==> src/rtl/assert_macros.svh <==
// Assertion helpers shared by the RTL files
`ifndef ASSERT_MACROS_SVH
`define ASSERT_MACROS_SVH

// Condition holds at every edge outside reset
`define YPD_ASSERT(lbl, clk, rst_n, expr) \
    lbl: assert property (@(posedge clk) disable iff (!rst_n) (expr)) \
        else $error("assertion failed");

// Antecedent implies consequent in the same cycle
`define YPD_ASSERT_IMP(lbl, clk, rst_n, ante, cons) \
    lbl: assert property (@(posedge clk) disable iff (!rst_n) (ante) |-> (cons)) \
        else $error("assertion failed");

// Antecedent implies consequent in the next cycle
`define YPD_ASSERT_NXT(lbl, clk, rst_n, ante, cons) \
    lbl: assert property (@(posedge clk) disable iff (!rst_n) (ante) |=> (cons)) \
        else $error("assertion failed");

`endif

==> src/rtl/ypd_pkg.sv <==
package ypd_pkg;

    localparam int unsigned WIN_LEN   = 7;
    localparam int unsigned HDR_LEN   = 4;
    localparam int unsigned SUM_LEN   = 6;
    localparam int unsigned CELL_CNT  = WIN_LEN - 1;
    localparam logic [31:0] HDR_RESET = 32'hA403_1802;

    typedef logic [7:0] t_byte;
    typedef logic [WIN_LEN-1:0][7:0] t_win;

    typedef struct packed {
        logic               frame_ok;
        logic signed [15:0] yaw_centidegrees;
        logic [31:0]        good_packets;
        logic [31:0]        bad_packets;
    } t_result;

    typedef struct packed {
        logic fire;
        logic clear;
    } t_chk_ctl;

endpackage

==> src/rtl/ypd_ifs.sv <==
interface ypd_byte_if;
    logic       valid;
    logic       ready;
    logic [7:0] rx_byte;

    modport source (output valid, output rx_byte, input ready);
    modport sink   (input valid, input rx_byte, output ready);
endinterface

interface ypd_result_if;
    logic               valid;
    logic               ready;
    logic               frame_ok;
    logic signed [15:0] yaw_centidegrees;
    logic [31:0]        good_packets;
    logic [31:0]        bad_packets;

    modport source (output valid, output frame_ok, output yaw_centidegrees,
                    output good_packets, output bad_packets, input ready);
    modport sink   (input valid, input frame_ok, input yaw_centidegrees,
                    input good_packets, input bad_packets, output ready);
endinterface

interface ypd_cfg_if;
    logic        valid;
    logic        ready;
    logic [31:0] header_pattern;

    modport source (output valid, output header_pattern, input ready);
    modport sink   (input valid, input header_pattern, output ready);
endinterface

==> src/rtl/ypd_cell.sv <==
module ypd_cell
    import ypd_pkg::*;
(
    input  logic  i_clk,
    input  logic  i_rst_n,
    input  logic  i_shift,
    input  logic  i_clear,
    input  t_byte i_byte,
    input  logic  i_vld,
    output t_byte o_byte,
    output logic  o_vld
);

    t_byte r_byte;
    logic  r_vld;

    always_ff @(posedge i_clk) begin
        if (i_shift) begin
            r_byte <= i_byte;
        end
    end

    // clear wins over shift: a good packet empties the window
    always_ff @(posedge i_clk) begin
        if (!i_rst_n) begin
            r_vld <= 1'b0;
        end else if (i_clear) begin
            r_vld <= 1'b0;
        end else if (i_shift) begin
            r_vld <= i_vld;
        end
    end

    assign o_byte = r_byte;
    assign o_vld  = r_vld;

endmodule

==> src/rtl/ypd_check.sv <==
`include "assert_macros.svh"

module ypd_check
    import ypd_pkg::*;
(
    input  logic        i_clk,
    input  logic        i_rst_n,
    input  logic        i_accept,
    input  logic        i_full,
    input  t_win        i_win,
    input  logic [31:0] i_header,
    output t_chk_ctl    o_ctl,
    output t_result     o_result
);

    logic [31:0] r_good;
    logic [31:0] r_bad;
    logic        hdr_hit;
    logic        hit;
    logic        ok;
    t_byte       sum;

    always_comb begin
        hdr_hit = 1'b1;
        for (int k = 0; k < HDR_LEN; k++) begin
            if (i_win[k] != i_header[31 - 8*k -: 8]) begin
                hdr_hit = 1'b0;
            end
        end
    end

    // 8-bit sum wraps naturally
    always_comb begin
        sum = '0;
        for (int k = 0; k < SUM_LEN; k++) begin
            sum = sum + i_win[k];
        end
    end

    assign hit = i_full && hdr_hit;
    assign ok  = (sum == i_win[WIN_LEN-1]);

    assign o_ctl.fire  = i_accept && hit;
    assign o_ctl.clear = i_accept && hit && ok;

    always_comb begin
        o_result.frame_ok         = ok;
        o_result.yaw_centidegrees = ok ? {i_win[4], i_win[5]} : 16'sd0;
        o_result.good_packets     = ok ? r_good + 32'd1 : r_good;
        o_result.bad_packets      = ok ? r_bad : r_bad + 32'd1;
    end

    always_ff @(posedge i_clk) begin
        if (!i_rst_n) begin
            r_good <= '0;
            r_bad  <= '0;
        end else if (o_ctl.fire) begin
            r_good <= o_result.good_packets;
            r_bad  <= o_result.bad_packets;
        end
    end

    `YPD_ASSERT_IMP(a_clear_fires, i_clk, i_rst_n, o_ctl.clear, o_ctl.fire)
    `YPD_ASSERT_NXT(a_good_step, i_clk, i_rst_n, o_ctl.clear,
        r_good == $past(r_good) + 32'd1 && r_bad == $past(r_bad))
    `YPD_ASSERT_NXT(a_idle_hold, i_clk, i_rst_n, !o_ctl.fire,
        r_good == $past(r_good) && r_bad == $past(r_bad))

endmodule

==> src/rtl/ypd_obuf.sv <==
`include "assert_macros.svh"

module ypd_obuf
    import ypd_pkg::*;
(
    input  logic    i_clk,
    input  logic    i_rst_n,
    input  logic    i_push,
    input  t_result i_result,
    output logic    o_space,
    output logic    o_valid,
    input  logic    i_ready,
    output t_result o_result
);

    logic    r_main_vld;
    logic    r_skid_vld;
    t_result r_main;
    t_result r_skid;
    logic    pop;

    assign pop     = r_main_vld && i_ready;
    assign o_space = !r_skid_vld;
    assign o_valid = r_main_vld;
    assign o_result = r_main;

    always_ff @(posedge i_clk) begin
        if (!i_rst_n) begin
            r_main_vld <= 1'b0;
            r_skid_vld <= 1'b0;
        end else if (pop) begin
            if (r_skid_vld) begin
                r_skid_vld <= 1'b0;
            end else begin
                r_main_vld <= i_push;
            end
        end else if (i_push) begin
            if (r_main_vld) begin
                r_skid_vld <= 1'b1;
            end else begin
                r_main_vld <= 1'b1;
            end
        end
    end

    always_ff @(posedge i_clk) begin
        if (pop) begin
            r_main <= r_skid_vld ? r_skid : i_result;
        end else if (i_push) begin
            if (r_main_vld) begin
                r_skid <= i_result;
            end else begin
                r_main <= i_result;
            end
        end
    end

    `YPD_ASSERT(a_skid_needs_main, i_clk, i_rst_n, !r_skid_vld || r_main_vld)
    `YPD_ASSERT_IMP(a_no_push_full, i_clk, i_rst_n, r_skid_vld, !i_push)
    `YPD_ASSERT_NXT(a_skid_drains, i_clk, i_rst_n, pop && r_skid_vld,
        r_main_vld && !r_skid_vld)

endmodule

==> src/rtl/yaw_packet_deframer.sv <==
// A result item is registered into the output buffer from the byte that completes it.
// Throughput: one byte per cycle while ready; the six-cell window shifts on every accepted byte.
// A two-entry output buffer keeps input flowing while one result waits; ready drops on two.
// Reset (synchronous, active low): window empty, counters zero, header 0xA4031802,
// output buffer empty.
module yaw_packet_deframer
    import ypd_pkg::*;
(
    input  logic i_clk,
    input  logic i_rst_n,
    ypd_byte_if.sink     i_rx,
    ypd_cfg_if.sink      i_cfg,
    ypd_result_if.source o_res
);

    logic [31:0] r_header;
    t_byte       cell_byte [CELL_CNT];
    logic        cell_vld  [CELL_CNT];
    t_win        win;
    logic        accept;
    logic        space;
    t_chk_ctl    ctl;
    t_result     chk_result;
    t_result     out_result;

    assign i_cfg.ready = 1'b1;

    always_ff @(posedge i_clk) begin
        if (!i_rst_n) begin
            r_header <= HDR_RESET;
        end else if (i_cfg.valid) begin
            r_header <= i_cfg.header_pattern;
        end
    end

    assign i_rx.ready = space;
    assign accept     = i_rx.valid && space;

    // cell 0 holds the oldest byte; the newest enters at the top cell
    for (genvar k = 0; k < CELL_CNT; k++) begin : g_cell
        if (k == CELL_CNT - 1) begin : g_top
            ypd_cell u_cell (
                .i_clk   (i_clk),
                .i_rst_n (i_rst_n),
                .i_shift (accept),
                .i_clear (ctl.clear),
                .i_byte  (i_rx.rx_byte),
                .i_vld   (1'b1),
                .o_byte  (cell_byte[k]),
                .o_vld   (cell_vld[k])
            );
        end else begin : g_mid
            ypd_cell u_cell (
                .i_clk   (i_clk),
                .i_rst_n (i_rst_n),
                .i_shift (accept),
                .i_clear (ctl.clear),
                .i_byte  (cell_byte[k+1]),
                .i_vld   (cell_vld[k+1]),
                .o_byte  (cell_byte[k]),
                .o_vld   (cell_vld[k])
            );
        end
    end

    // window as it stands after this byte is pushed
    always_comb begin
        for (int k = 0; k < CELL_CNT; k++) begin
            win[k] = cell_byte[k];
        end
        win[WIN_LEN-1] = i_rx.rx_byte;
    end

    ypd_check u_check (
        .i_clk    (i_clk),
        .i_rst_n  (i_rst_n),
        .i_accept (accept),
        .i_full   (cell_vld[0]),
        .i_win    (win),
        .i_header (r_header),
        .o_ctl    (ctl),
        .o_result (chk_result)
    );

    ypd_obuf u_obuf (
        .i_clk    (i_clk),
        .i_rst_n  (i_rst_n),
        .i_push   (ctl.fire),
        .i_result (chk_result),
        .o_space  (space),
        .o_valid  (o_res.valid),
        .i_ready  (o_res.ready),
        .o_result (out_result)
    );

    assign o_res.frame_ok         = out_result.frame_ok;
    assign o_res.yaw_centidegrees = out_result.yaw_centidegrees;
    assign o_res.good_packets     = out_result.good_packets;
    assign o_res.bad_packets      = out_result.bad_packets;

endmodule
==> src/flat_wrapper.sv <==
// flat-port wrapper written by rule: the top's interface ports become plain ports
module yaw_packet_deframer_flat import ypd_pkg::*;
  (i_clk, i_rst_n, i_rx_valid, i_rx_rx_byte, i_rx_ready, i_cfg_valid, i_cfg_header_pattern, i_cfg_ready, o_res_valid, o_res_frame_ok, o_res_yaw_centidegrees, o_res_good_packets, o_res_bad_packets, o_res_ready);
  ypd_byte_if i_rx_i ();
  ypd_cfg_if i_cfg_i ();
  ypd_result_if o_res_i ();
  input  logic i_clk;
  input  logic i_rst_n;
  input wire logic [$bits(i_rx_i.valid)-1:0] i_rx_valid;
  input wire logic [$bits(i_rx_i.rx_byte)-1:0] i_rx_rx_byte;
  output wire logic [$bits(i_rx_i.ready)-1:0] i_rx_ready;
  input wire logic [$bits(i_cfg_i.valid)-1:0] i_cfg_valid;
  input wire logic [$bits(i_cfg_i.header_pattern)-1:0] i_cfg_header_pattern;
  output wire logic [$bits(i_cfg_i.ready)-1:0] i_cfg_ready;
  output wire logic [$bits(o_res_i.valid)-1:0] o_res_valid;
  output wire logic [$bits(o_res_i.frame_ok)-1:0] o_res_frame_ok;
  output wire logic [$bits(o_res_i.yaw_centidegrees)-1:0] o_res_yaw_centidegrees;
  output wire logic [$bits(o_res_i.good_packets)-1:0] o_res_good_packets;
  output wire logic [$bits(o_res_i.bad_packets)-1:0] o_res_bad_packets;
  input wire logic [$bits(o_res_i.ready)-1:0] o_res_ready;
  assign i_rx_i.valid = i_rx_valid;
  assign i_rx_i.rx_byte = i_rx_rx_byte;
  assign i_rx_ready = i_rx_i.ready;
  assign i_cfg_i.valid = i_cfg_valid;
  assign i_cfg_i.header_pattern = i_cfg_header_pattern;
  assign i_cfg_ready = i_cfg_i.ready;
  assign o_res_valid = o_res_i.valid;
  assign o_res_frame_ok = o_res_i.frame_ok;
  assign o_res_yaw_centidegrees = o_res_i.yaw_centidegrees;
  assign o_res_good_packets = o_res_i.good_packets;
  assign o_res_bad_packets = o_res_i.bad_packets;
  assign o_res_i.ready = o_res_ready;
  yaw_packet_deframer u_core (.i_clk(i_clk), .i_rst_n(i_rst_n), .i_rx(i_rx_i), .i_cfg(i_cfg_i), .o_res(o_res_i));
endmodule
==> config.mk <==
export PLATFORM = sky130hd
export DESIGN_NAME = yaw_packet_deframer_flat
export DESIGN_NICKNAME = d
export VERILOG_FILES = /design/src/rtl/ypd_pkg.sv /design/src/rtl/ypd_ifs.sv /design/src/rtl/ypd_cell.sv /design/src/rtl/ypd_check.sv /design/src/rtl/ypd_obuf.sv /design/src/rtl/yaw_packet_deframer.sv /design/src/flat_wrapper.sv
export VERILOG_INCLUDE_DIRS = /design/src /design/src/rtl
export SDC_FILE = /design/constraint.sdc
export NUM_CORES = 1
export LEC_CHECK = 0
export BUFFER_PORTS_ARGS = -buffer_cell sky130_fd_sc_hd__buf_4
export CORE_ASPECT_RATIO = 2
export CORE_UTILIZATION = 54
export CTS_CLUSTER_DIAMETER = 200
export CTS_CLUSTER_SIZE = 20
export DETAILED_ROUTE_END_ITERATION = 6
export PLACE_DENSITY = 0.83
export SYNTH_ARGS = -nofsm -noshare
export SYNTH_HDL_FRONTEND = slang
export SYNTH_SLANG_ARGS = --single-unit
export TNS_END_PERCENT = 50
==> constraint.sdc <==
create_clock -name i_clk -period 12.32 [get_ports i_clk]
set_input_delay 1.232 -clock i_clk [delete_from_list [all_inputs] [get_ports i_clk]]
set_output_delay 1.232 -clock i_clk [all_outputs]
set_load 0.02 [all_outputs]
After elaboration in Yosys (flattened, before gate mapping). Cells that the tools add are included.

Div/mod/pow operators: 0. Order comparisons: 0. Muxes and demuxes: 14. Add/subtract/negate cells: 7. Equality and inequality tests: 7. Multiply operators: 0. Bitwise logic cells: 2. Reductions and logical operators: 13. Shift-type cells: 0.

Operators with widths (count): two-way mux 81 bit (4); adder 32 x 1 -> 32 bit (second input constant) (2); two-way mux 32 bit (2); adder 8 bit (5); != test 8 bit (4); two-way mux 16 bit (1); equality test 8 bit (1); two-way mux 1 bit (7); AND reduction 2 bit (3); logical AND 1 bit (5); OR reduction 2 bit (2); AND reduction 3 bit (1); != test 2 x 1 -> 1 bit (second input constant) (1); != test 2 bit (second input constant) (1); NOT 1 bit (2); nonzero test 2 bit (1); zero test 1 bit (1).

Bits in latches: 0. Memory bits (writable): 0. Memories: 0. Memory bits (read-only): 0. Register bits: 314.

Logic depth before layout (Yosys ltp). Gate-level depths: netlist of run 1.

Word-level depth: 10. Gate-level depth with buffers: 20. Gate-level depth less buffers: 17.

Modules after synthesis. From an unflattened synthesis of run 1, not the netlist that was laid out.

Cell total of the unflattened synthesis: 1158. Area, all modules: 14547.7 um^2.

By module, submodules not included: ypd_obuf (area an instance 6018.3 um^2, instances 1, cells an instance 264); ypd_check (area an instance 5591.6 um^2, instances 1, cells an instance 722); ypd_cell (area an instance 282.8 um^2, instances 6, cells an instance 11); yaw_packet_deframer (area an instance 1241.2 um^2, instances 1, cells an instance 106).

Worst setup path after synthesis of run 1. OpenSTA, ideal clock, no wires.

Kind: input to register. From: input i_rx_valid. To: register u_core.u_obuf.r_skid[0] in the netlist's numbering (enable). Arrival time: 11.372 ns. Setup slack: 0.227 ns. Cell stages on the path: 5. Data required time: 11.598 ns. Path buffers: 1. Setup time: 0.722 ns. Path through: nor2b_1 -> clkbuf_1 -> nand4_1 -> nor3_1 -> nor4bb_1.

Cells in the longest elaborated chain, start to end: 3.

Ends and longest elaborated chain: from (decl) (line flat_wrapper.sv:9) `input wire logic [$bits(i_rx_i.valid)-1:0] i_rx_valid;`; logical AND 1 bit (line yaw_packet_deframer.sv:37) `assign accept = i_rx.valid && space;`; via u_core.accept (line yaw_packet_deframer.sv:20) `logic accept;`; logical AND 1 bit (line ypd_check.sv:43) `assign o_ctl.fire = i_accept && hit;`; AND reduction 3 bit (no line); to (signal assigned) (line ypd_obuf.sv:51) `r_skid <= i_result;`; to (decl) (line ypd_obuf.sv:19) `t_result r_skid;`.

The timed path passes the listed nets, and every way through them passes these cells. A chain may end at the register's enable or synchronous reset.

==> results of run 1 <==
[cells in the mapped netlist (5+ instances only)]
master,instances
buf_2,13
edfxtp_1,210
or2_2,6
and2_1,18
clkbuf_1,38
mux2_2,57
nand3b_1,5
o211ai_1,19
inv_1,50
nor4_1,11
a31oi_1,11
or4_1,12
nor3_1,33
nand3_1,48
nand2_1,71
and3_1,8
nor4_4,21
xor2_1,44
mux2i_1,38
or3_1,34
nand4_1,29
buf_6,5
xnor2_1,91
buf_4,8
o21a_1,5
dfxtp_1,104
nor2_1,100
o21ai_1,12
ha_1,8
o21ai_0,29
a21oi_1,28
fa_1,27
[layout make-up]
cell class	count	area share, %
Timing Repair Buffer	137	6.13
Inverter	52	1.16
Multi-Input combinational cell	804	36.8
Tap cell	352	2.63
Clock buffer	31	3.10
Sequential cell	314	50.0
Clock inverter	2	0.104
[critical path, stage by stage, from the launching register on]
cell      delay (ns)
edfxtp_1        0.43
fa_1            0.55
inv_1           0.05
fa_1            0.50
fa_1            0.55
inv_1           0.05
ha_1            0.22
fa_1            0.44
a21o_1          0.21
a21oi_1         0.17
xnor2_1         0.10
or4_2           0.63
buf_4           0.42
or2_1           0.57
inv_2           0.72
mux2_1          0.41
mux2_2          0.27
[metal layers]
layer | up-vias | wire length [um] | global-route usage [%]
li1 | 4605 | - | -
met1 | 4768 | 11100 | 24.8
met2 | 251 | 17500 | 42.5
met3 | 75 | 1180 | 1.94
met4 | 0 | 1390 | 10.8
met5 | - | 0 | 0
[metrics by stage]
step / utilization (%) / total power, mW / hold slack (ns) / setup slack [ns]
2_1_floorplan: - / 1.78 / 0.426 / 0.227
3_3_place_gp: 59.1 / 1.81 / 0.437 / 5.89
3_5_place_dp: 59.1 / 1.83 / 0.439 / 5.74
4_1_cts: 61.1 / 2.46 / 0.443 / 5.72
5_1_grt: 61.1 / 2.54 / 0.467 / 5.38
6_report: 61.1 / 2.44 / 0.443 / 5.74
[sequential cells by signal, indices dropped and copies added, names as in the netlist]
register,flops
u_core.g_cell.g_mid.u_cell.o_byte,40
u_core.g_cell.g_mid.u_cell.o_vld,5
u_core.g_cell.g_top.u_cell.o_byte,8
u_core.g_cell.g_top.u_cell.o_vld,1
u_core.r_header,32
u_core.u_check.r_bad,32
u_core.u_check.r_good,32
u_core.u_obuf.o_result,81
u_core.u_obuf.o_valid,1
u_core.u_obuf.r_skid,81
u_core.u_obuf.r_skid_vld,1
[final timing paths]
kind | from | end | slack (ns) | cells past startpoint
min | u_core.g_cell[5].g_top.u_cell.o_byte[0]$_DFFE_PP_ | u_core.g_cell[4].g_mid.u_cell.o_byte[0]$_DFFE_PP_ | 0.44 | 0
max | u_core.g_cell[5].g_top.u_cell.o_byte[2]$_DFFE_PP_ | u_core.u_obuf.o_result[33]$_DFFE_PP_ | 5.74 | 16
max reg2reg | u_core.g_cell[5].g_top.u_cell.o_byte[2]$_DFFE_PP_ | u_core.u_obuf.o_result[33]$_DFFE_PP_ | 5.74 | 16
min reg2reg | u_core.g_cell[5].g_top.u_cell.o_byte[0]$_DFFE_PP_ | u_core.g_cell[4].g_mid.u_cell.o_byte[0]$_DFFE_PP_ | 0.44 | 0
[where the power goes]
group | internal [mW] | switching (mW) | total, mW
combinational | 0.153 | 0.503 | 0.657
sequential | 1.13 | 0.0162 | 1.15
clock | 0.294 | 0.340 | 0.634
[cell families (layout without fill, tap and decap cells)]
kind of cell | after synthesis | after routing
AOI/OAI and AO/OA | 119 | 119
xor gates and xnor gates | 136 | 136
adders and majority gates | 35 | 35
buffers and inverters | 121 | 222
DFF | 314 | 314
muxes | 97 | 97
other | 1 | 1
and+or+nand+nor | 416 | 416
==> results.json, run 1 <==
{
  "slew-limit-headroom_pct": 25.6,
  "drtPass1Iterations": 5,
  "ctsLongestPathBuffers": 3,
  "syn_avg_cell_area_um2": 12.2,
  "placed_cells_incl_taps": 1659,
  "end_kind": "flip-flop",
  "multi_input_area_um2": 6180,
  "clk_latency_ns": 0.54,
  "grt.total_usage_pct": 22.5,
  "drc": 0,
  "most_instantiated_flip_flop_cell_in_the_synthesis_netlist": "edfxtp_1",
  "fin_area_um2": 16800,
  "cts-buffers-inserted": 19,
  "via_count": 9699,
  "synth-warning-count": 0,
  "antenna_cells": 0,
  "tightestPinTransition_ns": 1.12,
  "synth_seq_area_share_pct": 55.7,
  "antenna_violating_nets_post_route": 0,
  "die_h_um": 238,
  "grt_antenna_before_repair": 0,
  "portBuffers": 127,
  "synth_top_cells_by_area": "edfxtp_1 (42%), dfxtp_1 (14%), xnor2_1 (5.3%), mux2_2 (4.3%), fa_1 (3.6%)",
  "final_common_cell": "edfxtp_1",
  "drt-vias-per-instance": 5.73,
  "final-max-slew-violation-count": 0,
  "fill_cells": 2166,
  "worst-path-max-fanout": 57,
  "finalNetCount": 1408,
  "detailed_place_hpwl_um": 21500,
  "achievable-frequency_mhz": 152,
  "post_route_cells_drive_above_1_share_pct": 19.9,
  "vias_in_the_first_global_route": 9885,
  "worstPathRequired_ns": 12.59,
  "cts_num_sinks": 314,
  "worst-endpoint-arrival_ns": 6.85,
  "row_count": 86,
  "grt_start_max_net_pins": 91,
  "final_min_period_ns": 6.58,
  "synth_nets": 1319,
  "cts_root_buf": "clkbuf_16",
  "global_route.overflow_total": 0,
  "report.final.hold_viol_count": 0,
  "postSynthCellCount": 1239,
  "instances_no_fill": 1692,
  "grt_setup_unrepaired": "false",
  "drt_first_iter_violations": 526,
  "synth_top_family_by_area": "simple AND/OR/NAND/NOR gates",
  "max_clock_skew_ns": 0.0256,
  "post_cts_hold_buffer_count": 0,
  "max_capacitance_violation_count": 0,
  "powerDensity_nw_per_um2": 146,
  "total_leakage_power_nw": 6.19,
  "number_of_failing_setup_endpoints_in_the_final_timing_report": 0,
  "synth_edf_count": 210,
  "synth_xor_area_share_pct": 8.00,
  "grt_pass1_wl_um": 50500,
  "floorplan.core_area_um2": 27400,
  "cts_tree": "yes",
  "async_reset_ff_share_pct": 0,
  "cts-resized-gates": 0,
  "synth.lib_cells_used.distinct": 59,
  "route.detailed.wl_per_inst_um": 18.4,
  "route.final.wire_length_um": 31200,
  "hold_path.class": "reg2reg",
  "die_w_um": 120,
  "synth_simple_gate_area_share_pct": 16.5,
  "critPathLaunchType": "flip-flop",
  "total_negative_slack_ns": 0,
  "ir_worst_vdd_v": 0.000254,
  "timing.final.crit_share_pct": 53.4,
  "ff_latch_area_um2": 8390,
  "crit_type": "reg2reg",
  "mappedNetlistArea_um2": 15100,
  "yosysTopAreaCell": "edfxtp_1",
  "synthMuxAreaShare_pct": 6.93,
  "design.portCount": 129,
  "status": "complete, no violations",
  "dieArea_um2": 28600,
  "layout.cells.most_common_list": "edfxtp_1 (210), buf_4 (137), dfxtp_1 (104), nor2_1 (100), xnor2_1 (91)",
  "area.growth.synth_to_final_pct": 11.3,
  "start_util_pct": 54.9,
  "post_detailed_placement_cell_area_um2": 16200,
  "post-cts-setup-buffer-count": 0,
  "yosys_register_bits": 314,
  "synth_fa_ha_area_share_pct": 4.25,
  "htreeDepth": 1,
  "clk_pin_slew_worst_paths_ns": 0.08,
  "yosysTopAreaCellShare_pct": 41.8,
  "place_congestion": 0.912,
  "area_fraction_in_compound_gates_after_synthesis_pct": 4.87
}
Power figures use the tool's default switching activity.
==> run 2, diff against run 1 <==
Settings changed: CORE_UTILIZATION 54 to 60, PLACE_DENSITY 0.83 to 0.87.
Clock period 12.32 ns to 6.1 ns, I/O delays scaled along.
==> run 2 against run 1 <==
Setup slack worse by 5.2 ns; wire length is 2.2% higher; cell area is 0.13% higher; critical endpoint is now u_core.u_obuf.o_result[0]$_DFFE_PP_; die area is 9.9% lower.
==> results.json, run 2 (synthesized netlist as in run 1, its figures left out) <==
{
  "row_count": 81,
  "start_util_pct": 61.4,
  "final_common_cell": "edfxtp_1",
  "detailed_place_hpwl_um": 21500,
  "cp_cell_sequence": "fa_1 > inv_1 > fa_1 > fa_1 > inv_1 > ha_1 > fa_1 > a21o_1 > a21oi_1 > xnor2_1 > or4_2 > or2_1 > inv_2 > buf_4 > xnor2_1 > mux2_2",
  "achievable-frequency_mhz": 180,
  "crit-reg2reg-launch": "u_core.g_cell[5].g_top.u_cell.o_byte[2]$_DFFE_PP_",
  "post_cts_hold_buffer_count": 0,
  "ctsLongestPathBuffers": 3,
  "cts-resized-gates": 0,
  "final_core_util_pct": 68.5,
  "cts_root_buf": "clkbuf_16",
  "rrSetupSlack_ns": 0.55,
  "floorplan.core_area_um2": 24500,
  "critical-path-top-cell-by-count": "fa_1",
  "end_kind": "flip-flop",
  "drc": 0,
  "ir_worst_vdd_v": 0.000839,
  "area.growth.synth_to_final_pct": 11.4,
  "fill_cells": 1759,
  "portBuffers": 127,
  "cts_num_sinks": 314,
  "drt-vias-per-instance": 5.88,
  "power_mw": 5.01,
  "tightestPinTransition_ns": 1.18,
  "crit_type": "reg2reg",
  "route.final.wire_length_um": 31900,
  "grt_pass1_wl_um": 50700,
  "max_clock_skew_ns": 0.0317,
  "final-max-slew-violation-count": 0,
  "dieArea_um2": 25800,
  "grt_start_max_net_pins": 91,
  "crit-reg2reg-capture": "u_core.u_obuf.o_result[0]$_DFFE_PP_",
  "timing.hold.worst_path_depth": 1,
  "total_negative_slack_ns": 0,
  "critical-path-max-stage-delay_ns": 0.70,
  "die_w_um": 114,
  "worst-path-max-fanout": 51,
  "antenna_cells": 0,
  "setup_ws_ns": 0.549,
  "place_congestion": 0.974,
  "critPathLaunchType": "flip-flop",
  "hold_path.class": "in2reg",
  "post-place-ws_ns": 0.588,
  "timing.final.crit_share_pct": 91.0,
  "die_h_um": 226,
  "grt.total_usage_pct": 25.3,
  "max_capacitance_violation_count": 0,
  "post-cts-setup-buffer-count": 0,
  "route.detailed.wl_per_inst_um": 19.0,
  "post_route_cells_drive_above_1_share_pct": 19.9,
  "slew-limit-headroom_pct": 21.6,
  "clk_pin_slew_worst_paths_ns": 0.09,
  "powerDensity_nw_per_um2": 298,
  "post_detailed_placement_cell_area_um2": 16200,
  "drtPass1Iterations": 5,
  "cts-buffers-inserted": 19,
  "final_min_period_ns": 5.55,
  "finalNetCount": 1411,
  "worst-r2r-cell-count": 16,
  "worstPathRequired_ns": 6.36,
  "vias_in_the_first_global_route": 9897,
  "number_of_failing_setup_endpoints_in_the_final_timing_report": 0,
  "fin_area_um2": 16800,
  "whs_endpoint": "u_core.g_cell[5].g_top.u_cell.o_byte[3]$_DFFE_PP_",
  "report.final.hold_viol_count": 0,
  "status": "complete, no violations",
  "antenna_violating_nets_post_route": 0,
  "drt_first_iter_violations": 643,
  "htreeDepth": 1,
  "global_route.overflow_total": 0,
  "cpMaxStageDelayCell": "or4_2",
  "grt_setup_unrepaired": "false",
  "layout.cells.most_common_list": "edfxtp_1 (210), buf_4 (138), dfxtp_1 (104), nor2_1 (100), xnor2_1 (91)",
  "hold_path.startpoint": "i_rx_rx_byte[3]",
  "cts_tree": "yes",
  "via_count": 9854,
  "grt_antenna_before_repair": 0,
  "worst-endpoint-arrival_ns": 5.81,
  "clk_latency_ns": 0.53,
  "total_leakage_power_nw": 6.22,
  "design.portCount": 129
}
[run 2: changes by cell type in the layout (fill, tap and decap cells not counted)]
cell      delta
buf_12       +2
o21ai_2      -1
clkbuf_1     +1
o21ai_1      +1
buf_4        +1
[run 2: metal layers]
| layer | track usage, % | wire (um) | vias to the layer above | part of all wire, % |
|---|---|---|---|---|
| met3 | 1.96 | 1450 | 87 | 4.6 |
| met5 | 0 | 0 | - | 0 |
| met1 | 28.9 | 11500 | 4810 | 36 |
| met4 | 13.2 | 1560 | 0 | 4.9 |
| li1 | - | - | 4612 | - |
| met2 | 46.5 | 17300 | 345 | 54 |
[run 2: worst max-delay path by stage]
stage,endpoint,slack (ns),start,cells after the start
5_1_grt,u_core.u_check.r_bad[22]$_SDFFE_PN0P_,0.31,u_core.g_cell[5].g_top.u_cell.o_byte[2]$_DFFE_PP_,14
3_3_place_gp,u_core.u_obuf.o_result[0]$_DFFE_PP_,0.79,u_core.g_cell[5].g_top.u_cell.o_byte[2]$_DFFE_PP_,15
6_report,u_core.u_obuf.o_result[0]$_DFFE_PP_,0.55,u_core.g_cell[5].g_top.u_cell.o_byte[2]$_DFFE_PP_,16
2_1_floorplan,u_core.u_obuf.r_skid[0]$_DFFE_PP_,0.001,i_rx_valid,5
3_5_place_dp,u_core.u_obuf.o_result[0]$_DFFE_PP_,0.59,u_core.g_cell[5].g_top.u_cell.o_byte[2]$_DFFE_PP_,16
4_1_cts,u_core.u_obuf.o_result[0]$_DFFE_PP_,0.53,u_core.g_cell[5].g_top.u_cell.o_byte[2]$_DFFE_PP_,16
[run 2: final cells by class]
cell class	instances	area (um2)	share of cell area, %
Clock buffer	32	524	3.12
Clock inverter	2	17.5	0.104
Inverter	52	195	1.16
Multi-Input combinational cell	804	6170	36.8
Sequential cell	314	8390	50.0
Tap cell	332	415	2.47
Timing Repair Buffer	140	1080	6.41
[run 2: power breakdown]
group,internal (mW),switching (mW)
sequential,2.29,0.0338
combinational,0.358,1.05
clock,0.596,0.681
[run 2: stage by stage]
stage	cells	hold slack (ns)
floorplan	1239	0.426
global placement	1642	0.437
detailed placement	1642	0.435
CTS	1676	0.266
global route	1676	0.270
finish	1676	0.281
[run 2: worst max-delay path: cells and delay by family (launching register included)]
| kind | cells | cell delay [ns] |
|---|---|---|
| adder cells (fa/ha/maj) | 5 | 2.27 |
| AND/OR/NAND/NOR | 2 | 0.96 |
| buffers and inverters | 4 | 0.61 |
| flip-flops | 1 | 0.46 |
| AO/OA/AOI/OAI | 2 | 0.42 |
| XOR/XNOR | 2 | 0.28 |
| multiplexers | 1 | 0.28 |
==> run 3, diff against run 2 <==
Settings changed: ABC_AREA set to 1.
==> run 3 against run 2 <==
Core utilization down 0.98 points; clock power about the same; critical path type unchanged; setup slack better by 0.48 ns; critical endpoint is now u_core.u_obuf.o_result[56]$_DFFE_PP_; highest routed layer unchanged; register-to-register slack better by 0.48 ns.
==> results.json, run 3 <==
{
  "clk_pin_slew_worst_paths_ns": 0.08,
  "global_route.overflow_total": 0,
  "drt_first_iter_violations": 952,
  "clk_latency_ns": 0.53,
  "grt.total_usage_pct": 31.3,
  "grt_setup_unrepaired": "false",
  "most_instantiated_flip_flop_cell_in_the_synthesis_netlist": "edfxtp_1",
  "cts_root_buf": "clkbuf_16",
  "cts-resized-gates": 0,
  "achievable-frequency_mhz": 197,
  "ctsLongestPathBuffers": 3,
  "synth_edf_count": 210,
  "yosysTopAreaCell": "edfxtp_1",
  "critical_path.n_buffers_inverters": 3,
  "end_kind": "flip-flop",
  "crit_type": "reg2reg",
  "worst-path-max-fanout": 61,
  "post_route_cells_drive_above_1_share_pct": 11.4,
  "grt_start_max_net_pins": 82,
  "synth_seq_area_share_pct": 52.7,
  "yosysMostFrequentCell": "nand2_1",
  "postSynthCellCount": 1864,
  "ir_worst_vdd_v": 0.000406,
  "antenna_cells": 0,
  "worst-endpoint-arrival_ns": 5.34,
  "detailed_place_hpwl_um": 28700,
  "total_leakage_power_nw": 8.05,
  "yosysTopAreaCellShare_pct": 39.6,
  "post_cts_hold_buffer_count": 0,
  "start_util_pct": 60.8,
  "crit-reg2reg-launch": "u_core.g_cell[5].g_top.u_cell.o_byte[2]$_DFFE_PP_",
  "row_count": 84,
  "die_h_um": 232,
  "status": "complete, no violations",
  "clockPowerShare_pct": 28.8,
  "vias_in_the_first_global_route": 12900,
  "place_congestion": 1.10,
  "pwr-share-comb_pct": 19.1,
  "cts_tree": "yes",
  "final_core_util_pct": 67.5,
  "total_negative_slack_ns": 0,
  "max_clock_skew_ns": 0.0172,
  "reported_net_switching_power_mw": 1.32,
  "mappedNetlistArea_um2": 15900,
  "timing.critical_path.max_delay_family": "adder cells",
  "synth_nets": 1944,
  "drtPass1Iterations": 5,
  "slew-limit-headroom_pct": 20.6,
  "floorplan.core_area_um2": 26200,
  "tightestPinTransition_ns": 1.19,
  "report.final.hold_viol_count": 0,
  "antenna_violating_nets_post_route": 0,
  "grt_antenna_before_repair": 0,
  "worstPathRequired_ns": 6.36,
  "via_count": 12900,
  "portBuffers": 127,
  "syn_avg_cell_area_um2": 8.54,
  "synth_top_cells_by_area": "edfxtp_1 (40%), dfxtp_1 (13%), nand2_1 (12%), nand3_1 (6.3%), inv_1 (5.4%)",
  "critical-path-max-stage-delay_ns": 0.55,
  "drc": 0,
  "cts_num_sinks": 314,
  "area.growth.synth_to_final_pct": 10.9,
  "timing.final.crit_share_pct": 83.2,
  "power_mw": 4.47,
  "final-max-slew-violation-count": 0,
  "yosys_register_bits": 314,
  "design.portCount": 129,
  "cts-buffers-inserted": 19,
  "post-cts-setup-buffer-count": 0,
  "cp_cell_sequence": "fa_1 > inv_1 > fa_1 > fa_1 > inv_1 > ha_1 > fa_1 > or2_1 > nand3b_1 > nand3_1 > nor2_1 > nand2_1 > nor2_2 > nand4_4 > buf_4 > nand2_1 > nand2_1 > nand2_1 > nand2_1",
  "internal_power_mw": 3.14,
  "route.detailed.wl_per_inst_um": 17.8,
  "sw_frac_of_total_pct": 29.7,
  "synth-warning-count": 0,
  "number_of_failing_setup_endpoints_in_the_final_timing_report": 0,
  "hold_path.class": "in2reg",
  "final_min_period_ns": 5.08,
  "htreeDepth": 1,
  "cpMaxStageDelayCell": "fa_1",
  "crit_start": "u_core.g_cell[5].g_top.u_cell.o_byte[2]$_DFFE_PP_",
  "layout.cells.most_common_list": "nand2_1 (522), inv_1 (229), edfxtp_1 (210), nand3_1 (201), nor2_1 (200)",
  "powerDensity_nw_per_um2": 253,
  "synth.cells.most_frequent": "nand2_1 (522), inv_1 (231), edfxtp_1 (210)",
  "critPathLaunchType": "flip-flop",
  "power.share.sequential_pct": 52.1,
  "hold_path.startpoint": "i_rx_rx_byte[5]",
  "max_capacitance_violation_count": 0,
  "drt-vias-per-instance": 5.57,
  "grt_pass1_wl_um": 64500,
  "final_common_cell": "nand2_1",
  "finalNetCount": 2036,
  "route.final.wire_length_um": 41100,
  "dieArea_um2": 27200,
  "async_reset_ff_share_pct": 0,
  "critical-path-top-cell-by-count": "nand2_1",
  "die_w_um": 117,
  "synth.lib_cells_used.distinct": 35
}
## run 3: changes by cell type in the layout (fill, tap and decap cells not counted), moves of 16 or more
cell	before	now
nand2_1	71	522
inv_1	50	229
nand3_1	47	201
nor2_1	100	200
xnor2_1	91	22
mux2_2	57	0
mux2i_1	38	0
or2_2	6	42
or3_1	34	0
xor2_1	44	69
nor4_4	21	1
o211ai_1	19	0
and2_1	18	0
a21oi_1	28	44
## run 3: cell families (layout without fill, tap and decap cells)
group	Yosys count	after routing	share of synthesized area, %
and+or+nand+nor	1041	1041	28.2
DFF	314	314	52.7
buffers and inverters	306	410	7.69
xor gates and xnor gates	91	91	5.01
AOI/OAI and AO/OA	76	76	2.39
adders and majority gates	35	35	4.02
other	1	1	0.0236
## run 3: final timing paths
kind                                                        to  slack [ns]  cells after the start
max                       u_core.u_obuf.o_result[56]$_DFFE_PP_        1.02                     19
min          u_core.g_cell[5].g_top.u_cell.o_byte[5]$_DFFE_PP_        0.29                      1
max reg2reg               u_core.u_obuf.o_result[56]$_DFFE_PP_        1.02                     19
min reg2reg   u_core.g_cell[4].g_mid.u_cell.o_vld$_SDFFE_PP0P_        0.47                      2
## run 3: per-layer routing
metal / global-route usage, % / wire, um / part of all wire, % / up-vias
met4: 23.1 / 3260 / 7.9 / 0
met1: 31.9 / 13700 / 33 / 6090
met5: 0 / 0 / 0 / -
met3: 3.78 / 1950 / 4.7 / 160
li1: - / - / - / 6134
met2: 56.9 / 22100 / 54 / 499
## run 3: per-stage QoR
stage / std cells / hold WS, ns / cell area (um2) / setup WS (ns)
global placement: 2279 / 0.440 / 17100 / 1.16
global route: 2312 / 0.276 / 17700 / 0.772
detailed placement: 2279 / 0.447 / 17100 / 1.06
floorplan: 1864 / 0.426 / 15900 / 0.315
CTS: 2312 / 0.276 / 17700 / 1.06
finish: 2312 / 0.290 / 17700 / 1.02
## run 3: cell type report
type                            count  area (um2)
Clock buffer                       32         524
Clock inverter                      1        8.76
Fill cell                        2122        8510
Inverter                          237         890
Multi-Input combinational cell   1244        6350
Sequential cell                   314        8390
Tap cell                          344         430
Timing Repair Buffer              140        1060
## run 3: power by group through the flow
stage	Combinational (mW)	Sequential (mW)	Clock, mW
6_report	0.855	2.33	1.29
3_5_place_dp	0.841	2.37	0
3_3_place_gp	0.807	2.37	0
5_1_grt	0.938	2.33	1.37
2_1_floorplan	0.657	2.36	0
4_1_cts	0.843	2.32	1.30
